--- config.mk ---
export PLATFORM = sky130hd
export DESIGN_NAME = line_segment_window_clipper
export DESIGN_NICKNAME = d
export VERILOG_FILES = /design/src/rtl/lswc_pkg.sv /design/src/rtl/lswc_div.sv /design/src/rtl/lswc_dp.sv /design/src/rtl/lswc_ctrl.sv /design/src/rtl/line_segment_window_clipper.sv
export SDC_FILE = /design/constraint.sdc
export NUM_CORES = 2
export LEC_CHECK = 0
export BUFFER_PORTS_ARGS = -buffer_cell sky130_fd_sc_hd__buf_2
export CAP_MARGIN = 20
export CELL_PAD_IN_SITES_DETAIL_PLACEMENT = 0
export CELL_PAD_IN_SITES_GLOBAL_PLACEMENT = 1
export CORE_UTILIZATION = 46
export CTS_CLUSTER_DIAMETER = 150
export DETAILED_ROUTE_END_ITERATION = 10
export PLACE_DENSITY = 0.89
export SLEW_MARGIN = 20
export SYNTH_ARGS = -nofsm -noshare
export SYNTH_HDL_FRONTEND = slang
export SYNTH_SLANG_ARGS = --single-unit
--- constraint.sdc ---
create_clock -name clk -period 8.1 [get_ports clk]
set_clock_uncertainty 0.1 [all_clocks]
set_input_delay 2.025 -clock clk [delete_from_list [all_inputs] [get_ports clk]]
set_output_delay 2.025 -clock clk [all_outputs]
set_load 0.01 [all_outputs]
--- src/rtl/lswc_pkg.sv ---
// ----------------------------------------------------------------------------
// lswc_pkg
// shared types, widths and codes of the line segment window clipper
// ----------------------------------------------------------------------------
`timescale 1ns / 1ps
`default_nettype none

package lswc_pkg;

  localparam int COORD_WIDTH = 16;
  localparam int DIFF_W      = COORD_WIDTH + 1;
  localparam int PROD_W      = 2 * DIFF_W;
  localparam int QUO_W       = PROD_W + 1;
  localparam int SUM_W       = PROD_W + 2;
  localparam int DIV_CNT_W   = $clog2(PROD_W + 1);
  localparam int MAX_STEPS   = 8;
  localparam int STEP_W      = $clog2(MAX_STEPS + 1);
  localparam int CFG_IDX_W   = 2;

  localparam logic [CFG_IDX_W-1:0] REG_LEFT   = 2'd0;
  localparam logic [CFG_IDX_W-1:0] REG_RIGHT  = 2'd1;
  localparam logic [CFG_IDX_W-1:0] REG_BOTTOM = 2'd2;
  localparam logic [CFG_IDX_W-1:0] REG_TOP    = 2'd3;

  localparam logic [3:0] CODE_LEFT   = 4'b0001;
  localparam logic [3:0] CODE_RIGHT  = 4'b0010;
  localparam logic [3:0] CODE_BOTTOM = 4'b0100;
  localparam logic [3:0] CODE_TOP    = 4'b1000;

  typedef logic signed [COORD_WIDTH-1:0] coord_t;

  typedef struct packed {
    coord_t start_x;
    coord_t start_y;
    coord_t end_x;
    coord_t end_y;
  } in_seg_t;

  typedef struct packed {
    logic   accepted;
    coord_t clipped_start_x;
    coord_t clipped_start_y;
    coord_t clipped_end_x;
    coord_t clipped_end_y;
  } out_seg_t;

  typedef enum logic [2:0] {
    ST_IDLE,
    ST_EVAL,
    ST_OPS,
    ST_MUL,
    ST_DIVS,
    ST_DIV,
    ST_UPD,
    ST_FIN
  } state_t;

  typedef struct packed {
    logic load;
    logic eval;
    logic ops;
    logic mul;
    logic div_start;
    logic update;
    logic finish;
  } cmd_t;

  typedef struct packed {
    logic all_in;
    logic trivial_reject;
    logic div_busy;
    logic out_free;
  } status_t;

endpackage

`default_nettype wire

--- src/rtl/lswc_div.sv ---
// ----------------------------------------------------------------------------
// lswc_div
// unsigned restoring divider, one quotient bit per cycle
// ----------------------------------------------------------------------------
`timescale 1ns / 1ps
`default_nettype none

module lswc_div (
  input  wire logic                         clk,
  input  wire logic                         rst_n,
  input  wire logic                         start,
  input  wire logic [lswc_pkg::PROD_W-1:0]  dividend,
  input  wire logic [lswc_pkg::DIFF_W-1:0]  divisor,
  output logic                              busy,
  output logic [lswc_pkg::PROD_W-1:0]       quotient
);
  import lswc_pkg::*;

  logic                 busy_r, busy_nxt;
  logic [DIV_CNT_W-1:0] cnt_r, cnt_nxt;
  logic [DIFF_W-1:0]    rem_r, rem_nxt;
  logic [PROD_W-1:0]    quo_r, quo_nxt;
  logic [DIFF_W-1:0]    den_r, den_nxt;
  logic [DIFF_W:0]      shifted;
  logic [DIFF_W:0]      trial;

  always_comb begin
    shifted  = {rem_r, quo_r[PROD_W-1]};
    trial    = shifted - {1'b0, den_r};
    busy_nxt = busy_r;
    cnt_nxt  = cnt_r;
    rem_nxt  = rem_r;
    quo_nxt  = quo_r;
    den_nxt  = den_r;
    if (start) begin
      busy_nxt = 1'b1;
      cnt_nxt  = DIV_CNT_W'(PROD_W);
      rem_nxt  = '0;
      quo_nxt  = dividend;
      den_nxt  = divisor;
    end else if (busy_r) begin
      if (shifted >= {1'b0, den_r}) begin
        rem_nxt = trial[DIFF_W-1:0];
        quo_nxt = {quo_r[PROD_W-2:0], 1'b1};
      end else begin
        rem_nxt = shifted[DIFF_W-1:0];
        quo_nxt = {quo_r[PROD_W-2:0], 1'b0};
      end
      cnt_nxt = cnt_r - 1'b1;
      if (cnt_r == DIV_CNT_W'(1)) begin
        busy_nxt = 1'b0;
      end
    end
  end

  always_ff @(posedge clk) begin
    if (!rst_n) begin
      busy_r <= 1'b0;
      cnt_r  <= '0;
    end else begin
      busy_r <= busy_nxt;
      cnt_r  <= cnt_nxt;
    end
    rem_r <= rem_nxt;
    quo_r <= quo_nxt;
    den_r <= den_nxt;
  end

  assign busy     = busy_r;
  assign quotient = quo_r;

endmodule

`default_nettype wire

--- src/rtl/lswc_dp.sv ---
// ----------------------------------------------------------------------------
// lswc_dp
// clipper datapath: window registers, endpoints, outcodes, multiply, divide
// ----------------------------------------------------------------------------
`timescale 1ns / 1ps
`default_nettype none

module lswc_dp (
  input  wire logic                             clk,
  input  wire logic                             rst_n,
  input  wire logic                             cfg_we,
  input  wire logic [lswc_pkg::CFG_IDX_W-1:0]   cfg_index,
  input  wire logic [lswc_pkg::COORD_WIDTH-1:0] cfg_data,
  input  wire lswc_pkg::in_seg_t                in_data,
  input  wire lswc_pkg::cmd_t                   cmd,
  output lswc_pkg::status_t                     status,
  output logic                                  out_valid,
  input  wire logic                             out_ready,
  output lswc_pkg::out_seg_t                    out_data
);
  import lswc_pkg::*;

  localparam logic signed [SUM_W-1:0] SAT_HI = SUM_W'((2 ** (COORD_WIDTH - 1)) - 1);
  localparam logic signed [SUM_W-1:0] SAT_LO = -SAT_HI - SUM_W'(1);

  function automatic logic [3:0] outcode(coord_t x, coord_t y, coord_t l, coord_t r,
                                         coord_t b, coord_t t);
    logic [3:0] c;
    c = '0;
    if (x < l) c = c | CODE_LEFT;
    else if (x > r) c = c | CODE_RIGHT;
    if (y < b) c = c | CODE_BOTTOM;
    else if (y > t) c = c | CODE_TOP;
    return c;
  endfunction

  coord_t win_l_r, win_r_r, win_b_r, win_t_r;
  coord_t x1_r, y1_r, x2_r, y2_r;
  logic [3:0] c1, c2, co;

  // operand registers of one clip step
  logic signed [DIFF_W-1:0] d_r, num_r, den_r;
  coord_t                   base_r, edge_r;
  logic                     horiz_r;   // top or bottom edge: y moves to the edge
  logic                     first_r;   // start point moves
  logic signed [PROD_W-1:0] prod_r;
  logic                     neg_r, den_zero_r;

  logic [PROD_W-1:0]        prod_mag;
  logic [DIFF_W-1:0]        den_mag;
  logic                     div_busy;
  logic [PROD_W-1:0]        quo;
  logic signed [QUO_W-1:0]  q_s;
  logic signed [SUM_W-1:0]  sum;
  coord_t                   moved;

  logic     acc_r;
  logic     out_valid_r;
  out_seg_t out_r;

  assign c1 = outcode(x1_r, y1_r, win_l_r, win_r_r, win_b_r, win_t_r);
  assign c2 = outcode(x2_r, y2_r, win_l_r, win_r_r, win_b_r, win_t_r);
  assign co = (c1 != 4'b0) ? c1 : c2;

  always_ff @(posedge clk) begin
    if (!rst_n) begin
      win_l_r <= coord_t'(-3680);
      win_r_r <= coord_t'(3680);
      win_b_r <= coord_t'(-4640);
      win_t_r <= coord_t'(4640);
    end else if (cfg_we) begin
      case (cfg_index)
        REG_LEFT:   win_l_r <= cfg_data;
        REG_RIGHT:  win_r_r <= cfg_data;
        REG_BOTTOM: win_b_r <= cfg_data;
        REG_TOP:    win_t_r <= cfg_data;
        default:    ;
      endcase
    end
  end

  // step operands from the selected edge
  always_ff @(posedge clk) begin
    if (cmd.ops) begin
      first_r <= (c1 != 4'b0);
      if ((co & (CODE_TOP | CODE_BOTTOM)) != 4'b0) begin
        horiz_r <= 1'b1;
        edge_r  <= ((co & CODE_TOP) != 4'b0) ? win_t_r : win_b_r;
        num_r   <= DIFF_W'(((co & CODE_TOP) != 4'b0) ? win_t_r : win_b_r) - DIFF_W'(y1_r);
        d_r     <= DIFF_W'(x2_r) - DIFF_W'(x1_r);
        den_r   <= DIFF_W'(y2_r) - DIFF_W'(y1_r);
        base_r  <= x1_r;
      end else begin
        horiz_r <= 1'b0;
        edge_r  <= ((co & CODE_RIGHT) != 4'b0) ? win_r_r : win_l_r;
        num_r   <= DIFF_W'(((co & CODE_RIGHT) != 4'b0) ? win_r_r : win_l_r) - DIFF_W'(x1_r);
        d_r     <= DIFF_W'(y2_r) - DIFF_W'(y1_r);
        den_r   <= DIFF_W'(x2_r) - DIFF_W'(x1_r);
        base_r  <= y1_r;
      end
    end
    if (cmd.mul) begin
      prod_r     <= d_r * num_r;
      den_zero_r <= (den_r == '0);
    end
  end

  always_comb begin
    prod_mag = prod_r[PROD_W-1] ? PROD_W'(-prod_r) : PROD_W'(prod_r);
    den_mag  = den_r[DIFF_W-1] ? DIFF_W'(-den_r) : DIFF_W'(den_r);
  end

  always_ff @(posedge clk) begin
    if (cmd.div_start) begin
      neg_r <= prod_r[PROD_W-1] ^ den_r[DIFF_W-1];
    end
  end

  lswc_div u_div (
    .clk      (clk),
    .rst_n    (rst_n),
    .start    (cmd.div_start),
    .dividend (prod_mag),
    .divisor  (den_mag),
    .busy     (div_busy),
    .quotient (quo)
  );

  // signed quotient, zero divisor gives zero, then saturated add
  always_comb begin
    q_s = den_zero_r ? '0 : (neg_r ? -$signed({1'b0, quo}) : $signed({1'b0, quo}));
    sum = SUM_W'(base_r) + SUM_W'(q_s);
    if (sum > SAT_HI) moved = coord_t'(SAT_HI);
    else if (sum < SAT_LO) moved = coord_t'(SAT_LO);
    else moved = coord_t'(sum);
  end

  always_ff @(posedge clk) begin
    if (cmd.load) begin
      x1_r <= in_data.start_x;
      y1_r <= in_data.start_y;
      x2_r <= in_data.end_x;
      y2_r <= in_data.end_y;
    end else if (cmd.update) begin
      if (first_r) begin
        x1_r <= horiz_r ? moved : edge_r;
        y1_r <= horiz_r ? edge_r : moved;
      end else begin
        x2_r <= horiz_r ? moved : edge_r;
        y2_r <= horiz_r ? edge_r : moved;
      end
    end
    if (cmd.eval) begin
      acc_r <= ((c1 | c2) == 4'b0);
    end
  end

  // result register
  always_ff @(posedge clk) begin
    if (!rst_n) begin
      out_valid_r <= 1'b0;
    end else if (cmd.finish) begin
      out_valid_r <= 1'b1;
    end else if (out_ready) begin
      out_valid_r <= 1'b0;
    end
    if (cmd.finish) begin
      out_r.accepted        <= acc_r;
      out_r.clipped_start_x <= acc_r ? x1_r : '0;
      out_r.clipped_start_y <= acc_r ? y1_r : '0;
      out_r.clipped_end_x   <= acc_r ? x2_r : '0;
      out_r.clipped_end_y   <= acc_r ? y2_r : '0;
    end
  end

  assign status.all_in         = ((c1 | c2) == 4'b0);
  assign status.trivial_reject = ((c1 & c2) != 4'b0);
  assign status.div_busy       = div_busy;
  assign status.out_free       = !out_valid_r || out_ready;
  assign out_valid             = out_valid_r;
  assign out_data              = out_r;

endmodule

`default_nettype wire

--- src/rtl/lswc_ctrl.sv ---
// ----------------------------------------------------------------------------
// lswc_ctrl
// clipper sequencer: outcode tests, clip steps, step cap and result handoff
// ----------------------------------------------------------------------------
`timescale 1ns / 1ps
`default_nettype none

module lswc_ctrl (
  input  wire logic              clk,
  input  wire logic              rst_n,
  input  wire logic              in_valid,
  output logic                   in_ready,
  input  wire lswc_pkg::status_t status,
  output lswc_pkg::cmd_t         cmd
);
  import lswc_pkg::*;

  state_t            state_r, state_nxt;
  logic [STEP_W-1:0] step_r, step_nxt;

  always_comb begin
    state_nxt = state_r;
    step_nxt  = step_r;
    case (state_r)
      ST_IDLE: begin
        if (in_valid) begin
          state_nxt = ST_EVAL;
          step_nxt  = '0;
        end
      end
      ST_EVAL: begin
        if (status.all_in || status.trivial_reject || step_r == STEP_W'(MAX_STEPS)) begin
          state_nxt = ST_FIN;
        end else begin
          state_nxt = ST_OPS;
        end
      end
      ST_OPS:  state_nxt = ST_MUL;
      ST_MUL:  state_nxt = ST_DIVS;
      ST_DIVS: state_nxt = ST_DIV;
      ST_DIV: begin
        if (!status.div_busy) state_nxt = ST_UPD;
      end
      ST_UPD: begin
        state_nxt = ST_EVAL;
        step_nxt  = step_r + 1'b1;
      end
      ST_FIN: begin
        if (status.out_free) state_nxt = ST_IDLE;
      end
      default: state_nxt = ST_IDLE;
    endcase
  end

  always_comb begin
    cmd      = '0;
    in_ready = 1'b0;
    case (state_r)
      ST_IDLE: begin
        in_ready = 1'b1;
        cmd.load = in_valid;
      end
      ST_EVAL: cmd.eval      = 1'b1;
      ST_OPS:  cmd.ops       = 1'b1;
      ST_MUL:  cmd.mul       = 1'b1;
      ST_DIVS: cmd.div_start = 1'b1;
      ST_UPD:  cmd.update    = 1'b1;
      ST_FIN:  cmd.finish    = status.out_free;
      default: ;
    endcase
  end

  always_ff @(posedge clk) begin
    if (!rst_n) begin
      state_r <= ST_IDLE;
      step_r  <= '0;
    end else begin
      state_r <= state_nxt;
      step_r  <= step_nxt;
    end
  end

  a_step_cap: assert property (@(posedge clk) disable iff (!rst_n)
    step_r <= STEP_W'(MAX_STEPS))
    else $error("clip step count above cap");

  a_div_follows: assert property (@(posedge clk) disable iff (!rst_n)
    cmd.div_start |=> (state_r == ST_DIV && status.div_busy))
    else $error("divider not busy after start");

  a_finish_free: assert property (@(posedge clk) disable iff (!rst_n)
    cmd.finish |-> status.out_free)
    else $error("result written over a pending transfer");

  a_finish_idle: assert property (@(posedge clk) disable iff (!rst_n)
    cmd.finish |=> state_r == ST_IDLE)
    else $error("sequencer not idle after result");

endmodule

`default_nettype wire

--- src/rtl/line_segment_window_clipper.sv ---
// ----------------------------------------------------------------------------
// line_segment_window_clipper
// cohen-sutherland clipping of one segment against a configured window
// ----------------------------------------------------------------------------
// sequence: a segment settled by its first outcode test goes to the result;
//   otherwise clip steps follow (operands, multiply, 34-bit serial divide,
//   update), at most 8 steps, before the result is written
// throughput: one segment at a time; the serial divider sets the step cost
// reset: synchronous active-low rst_n loads the default window
//   (-3680, 3680, -4640, 4640) and empties the result register
// ----------------------------------------------------------------------------
`timescale 1ns / 1ps
`default_nettype none

module line_segment_window_clipper (
  input  wire logic                             clk,
  input  wire logic                             rst_n,
  // configuration write port
  input  wire logic                             cfg_we,
  input  wire logic [lswc_pkg::CFG_IDX_W-1:0]   cfg_index,
  input  wire logic [lswc_pkg::COORD_WIDTH-1:0] cfg_data,
  // segment in
  input  wire logic                             in_valid,
  output logic                                  in_ready,
  input  wire lswc_pkg::in_seg_t                in_data,
  // clipped result out
  output logic                                  out_valid,
  input  wire logic                             out_ready,
  output lswc_pkg::out_seg_t                    out_data
);
  import lswc_pkg::*;

  // command and status between sequencer and datapath
  cmd_t    cmd;
  status_t status;

  // sequencer: decides accept, reject or next clip step
  lswc_ctrl u_ctrl (
    .clk      (clk),
    .rst_n    (rst_n),
    .in_valid (in_valid),
    .in_ready (in_ready),
    .status   (status),
    .cmd      (cmd)
  );

  // datapath: window, endpoints, intersection math and result register;
  // a new segment can transfer in while the previous result still waits
  lswc_dp u_dp (
    .clk       (clk),
    .rst_n     (rst_n),
    .cfg_we    (cfg_we),
    .cfg_index (cfg_index),
    .cfg_data  (cfg_data),
    .in_data   (in_data),
    .cmd       (cmd),
    .status    (status),
    .out_valid (out_valid),
    .out_ready (out_ready),
    .out_data  (out_data)
  );

endmodule

`default_nettype wire

==> qor.csv <==
stage,metric,value,unit
min_path,holdPathStages,2,
clock_network,hold_buffers,0,
floorplan,die_area,82800,µm²
clock_network,h-tree-depth,2,
min_path,hold_path_class,flip-flop to flip-flop,
synthesis,synth_ff_type,edfxtp_1,
clock_network,cts_post_setup_buffers_inserted,0,
timing,finalSetupViolations,0,
status,outcome,"finished, violations left",
synthesis,syn_nets,4660,
worst_setup_path,r2r_cells,19,
synthesis,yosys.cell_types.count,81,
worst_setup_path,cp_cell_sequence,or4_1 > or4_1 > or2_2 > or3_1 > or3_1 > o41ai_1 > xor2_1 > nor2_1 > ha_1 > nor2_1 > o31ai_1 > a211oi_1 > o21ai_0 > mux2_2 > a211oi_1 > or4_1 > or4_4 > nand2_2 > o211ai_1,
timing,finalSetupTns,0,ns
drt,dr_total_vias,29431,
timing,finalCritPeriodShare,88.8,%
timing,holdWs,0.368,ns
drt,drt_iter0_drc,2517,
clock_network,cts_inserted_buffers,43,
drt,wl_met1,44700,µm
grt,grt_max_degree,84,
worst_setup_path,cp.arrival,7.38,ns
drt,wl_per_cell,21.4,µm
worst_setup_path,startpoint_type,flip-flop,
final_layout,drive_above_1_share,8.60,%
drt,vias_per_cell,5.76,
grt,grt_overflow,0,
final_layout,final_nets,4739,
timing,fin_crit,7.19,ns
drt,met2_wirelength,50400,µm
timing,slew_headroom,18.2,%
timing,hold_violations,0,
drt,first_pass_iters,9,
grt,antenna_found_initial,5,
synthesis,netlist_area,37600,µm²
synthesis,synth_async_sr_flop_share,0,%
clock_network,cts_root_buf,clkbuf_16,
floorplan,num_io_pins,154,
worst_setup_path,end_kind,flip-flop,
worst_setup_path,crit_path_max_incr_delay,0.58,ns
worst_setup_path,crit_path_frequent_cell,or4_1,
synthesis,ys_warn_count,0,
timing,worst_pin_slew,1.22,ns
drt,wl_met3,9810,µm
drt,drtAntennaViolNets,0,
synthesis,yosysSeqAreaShare,29.2,%
clock_network,cts_tree,built,
placed_design,globalplace.congestion,0.961,
status,violations,DRC,
floorplan,fp.dieW,288,µm
worst_setup_path,worst-setup-path-type,flip-flop to flip-flop,
timing,slew_viol_final,0,
floorplan,coreArea,80700,µm²
synthesis,synth_edf_count,302,
final_layout,areaGrowthSynthToFinish,8.39,%
clock_network,clockBufferDepth,3,
clock_network,cts.sinks,398,
grt,grt_pass1_vias,28775,
synthesis,netlist_instances,3938,
clock_network,cts_resized,0,
drt,totalWireLength,110000,µm
final_layout,nFillCells,7416,
worst_setup_path,cp_max_fo,30,
clock_network,clk_pin_slew,0.06,ns
clock_network,clk_latency,0.60,ns
drt,drc,6,
worst_setup_path,required,8.29,ns
placed_design,dp_hpwl,85600,µm
placed_design,io_buffers,153,
floorplan,row_count,104,
floorplan,initial_utilization,46.6,%
synthesis,syn_avg_cell_area,9.54,µm²
timing,fmax,139,MHz
timing,rsz0062_at_grt,false,
floorplan,die_y,288,µm
drt,dr.max_layer_used,met5,
final_layout,final_core_util,50.5,%
grt,grt_pass1_wl,167000,µm
synthesis,synth-seq-cells,398,
run,drv_cap,0,
worst_setup_path,slowest_stage,or4_4,
grt,track_usage,26.6,%
==> state kept, by name, summed over array words and instances (netlist names), 17 cells and up <==
name and cells:
u_dp.num_r 17, u_dp.d_r 17, u_dp.out_data 65, u_dp.u_div.rem_r 17
u_dp.u_div.den_r 17, u_dp.u_div.quotient 34, u_dp.den_r 17, u_dp.prod_r 34
==> area by class of cell <==
cell class | instances | area [µm²] | share of cell area [%]
Antenna cell | 4 | 10.0 | 0.0246
Clock buffer | 55 | 1180 | 2.90
Clock inverter | 21 | 185 | 0.455
Inverter | 471 | 1770 | 4.34
Multi-Input combinational cell | 2917 | 24300 | 59.5
Sequential cell | 398 | 11000 | 27.0
Tap cell | 1060 | 1330 | 3.26
Timing Repair Buffer | 186 | 1020 | 2.51
==> per-stage QoR <==
step           cell area [µm²]  instances  setup slack (ns)
6_report                 40700       5112             0.910
5_1_grt                  40700       5108             0.418
4_1_cts                  40700       5107             0.979
3_5_place_dp             39300       5031             0.989
3_3_place_gp             39300       5031              1.16
2_1_floorplan            37600       3938             0.482
==> critical path, delay by kind of cell, from the launching register on <==
kind / cells / cell delay [ns]
AO/OA/AOI/OAI: 6 / 1.63
flip-flops: 1 / 0.47
AND/OR/NAND/NOR: 10 / 3.79
XOR/XNOR: 1 / 0.18
multiplexers: 1 / 0.22
adder cells (fa/ha/maj): 1 / 0.49
==> kinds of logic after synthesis <==
logic type      synth area share [%]
compound gates                  14.3
xor+xnor                        4.54
fa+ha+maj                       27.2
buf+inv                         6.37
flops                           29.2
mux                             3.28
simple gates                    15.1
==> final timing paths <==
check | start | end | slack (ns)
setup / recovery | u_dp.u_div.quotient[14] | u_dp.y1_r[2] | 0.91
hold / removal | u_dp.win_r_r[2] | u_dp.win_r_r[2] | 0.37
hold reg to reg | u_dp.win_r_r[2] | u_dp.win_r_r[2] | 0.37
setup reg to reg | u_dp.u_div.quotient[14] | u_dp.y1_r[2] | 0.91
==> synthesized netlist by cell type, types with 7 or more instances <==
cell type  instances  share of area, %
nand2_1          473               4.7
inv_1            471               4.7
ha_1             333                11
edfxtp_1         302                24
fa_1             302                16
and2_1           204               3.4
o21ai_0          173               2.3
nor2_1           168               1.7
a21oi_1          143               1.9
clkbuf_1         133               1.3
xnor2_1          102               2.4
o211ai_1          97               1.9
dfxtp_1           96               5.1
xor2_1            93               2.2
mux2i_1           69               1.8
a21o_1            61               1.2
a22oi_1           60               1.2
a21boi_0          57               1.1
nor3_1            49              0.65
mux2_2            48               1.4
nand3_1           40              0.53
nand2b_1          38              0.63
nand4_1           37              0.62
o31ai_1           34              0.68
nor2b_1           32              0.53
or3_1             28              0.47
o21a_1            26              0.52
and3_1            22              0.37
a31oi_1           21              0.35
a211oi_1          17              0.34
or2_2             16              0.27
or4_1             12              0.24
nor4_1            11              0.18
nand3b_1          10              0.20
o2111ai_1         10              0.23
o41ai_1           10              0.23
a211o_1            8              0.19
a31o_2             8              0.19
buf_2              8              0.11
a41oi_1            7              0.16
==> layer usage <==
metal | track usage [%] | vias up
li1 | - | 13738
met1 | 34.4 | 14282
met2 | 43.1 | 1144
met3 | 5.96 | 265
met4 | 10.3 | 2
met5 | 0 | -
==> cell usage in the layout (no fill, tap or decap), types with 48 or more instances in the layout <==
master,instances
a21boi_0,57
a21o_1,61
a21oi_1,142
a22oi_1,60
and2_1,203
buf_2,153
dfxtp_1,96
edfxtp_1,302
fa_1,302
ha_1,333
inv_1,471
mux2_2,48
mux2i_1,69
nand2_1,471
nor2_1,166
nor3_1,49
o211ai_1,97
o21ai_0,172
xnor2_1,102
xor2_1,93
Power is not shown: default switching activity piles up to over one toggle a cycle in this logic, so the estimate is an artifact.
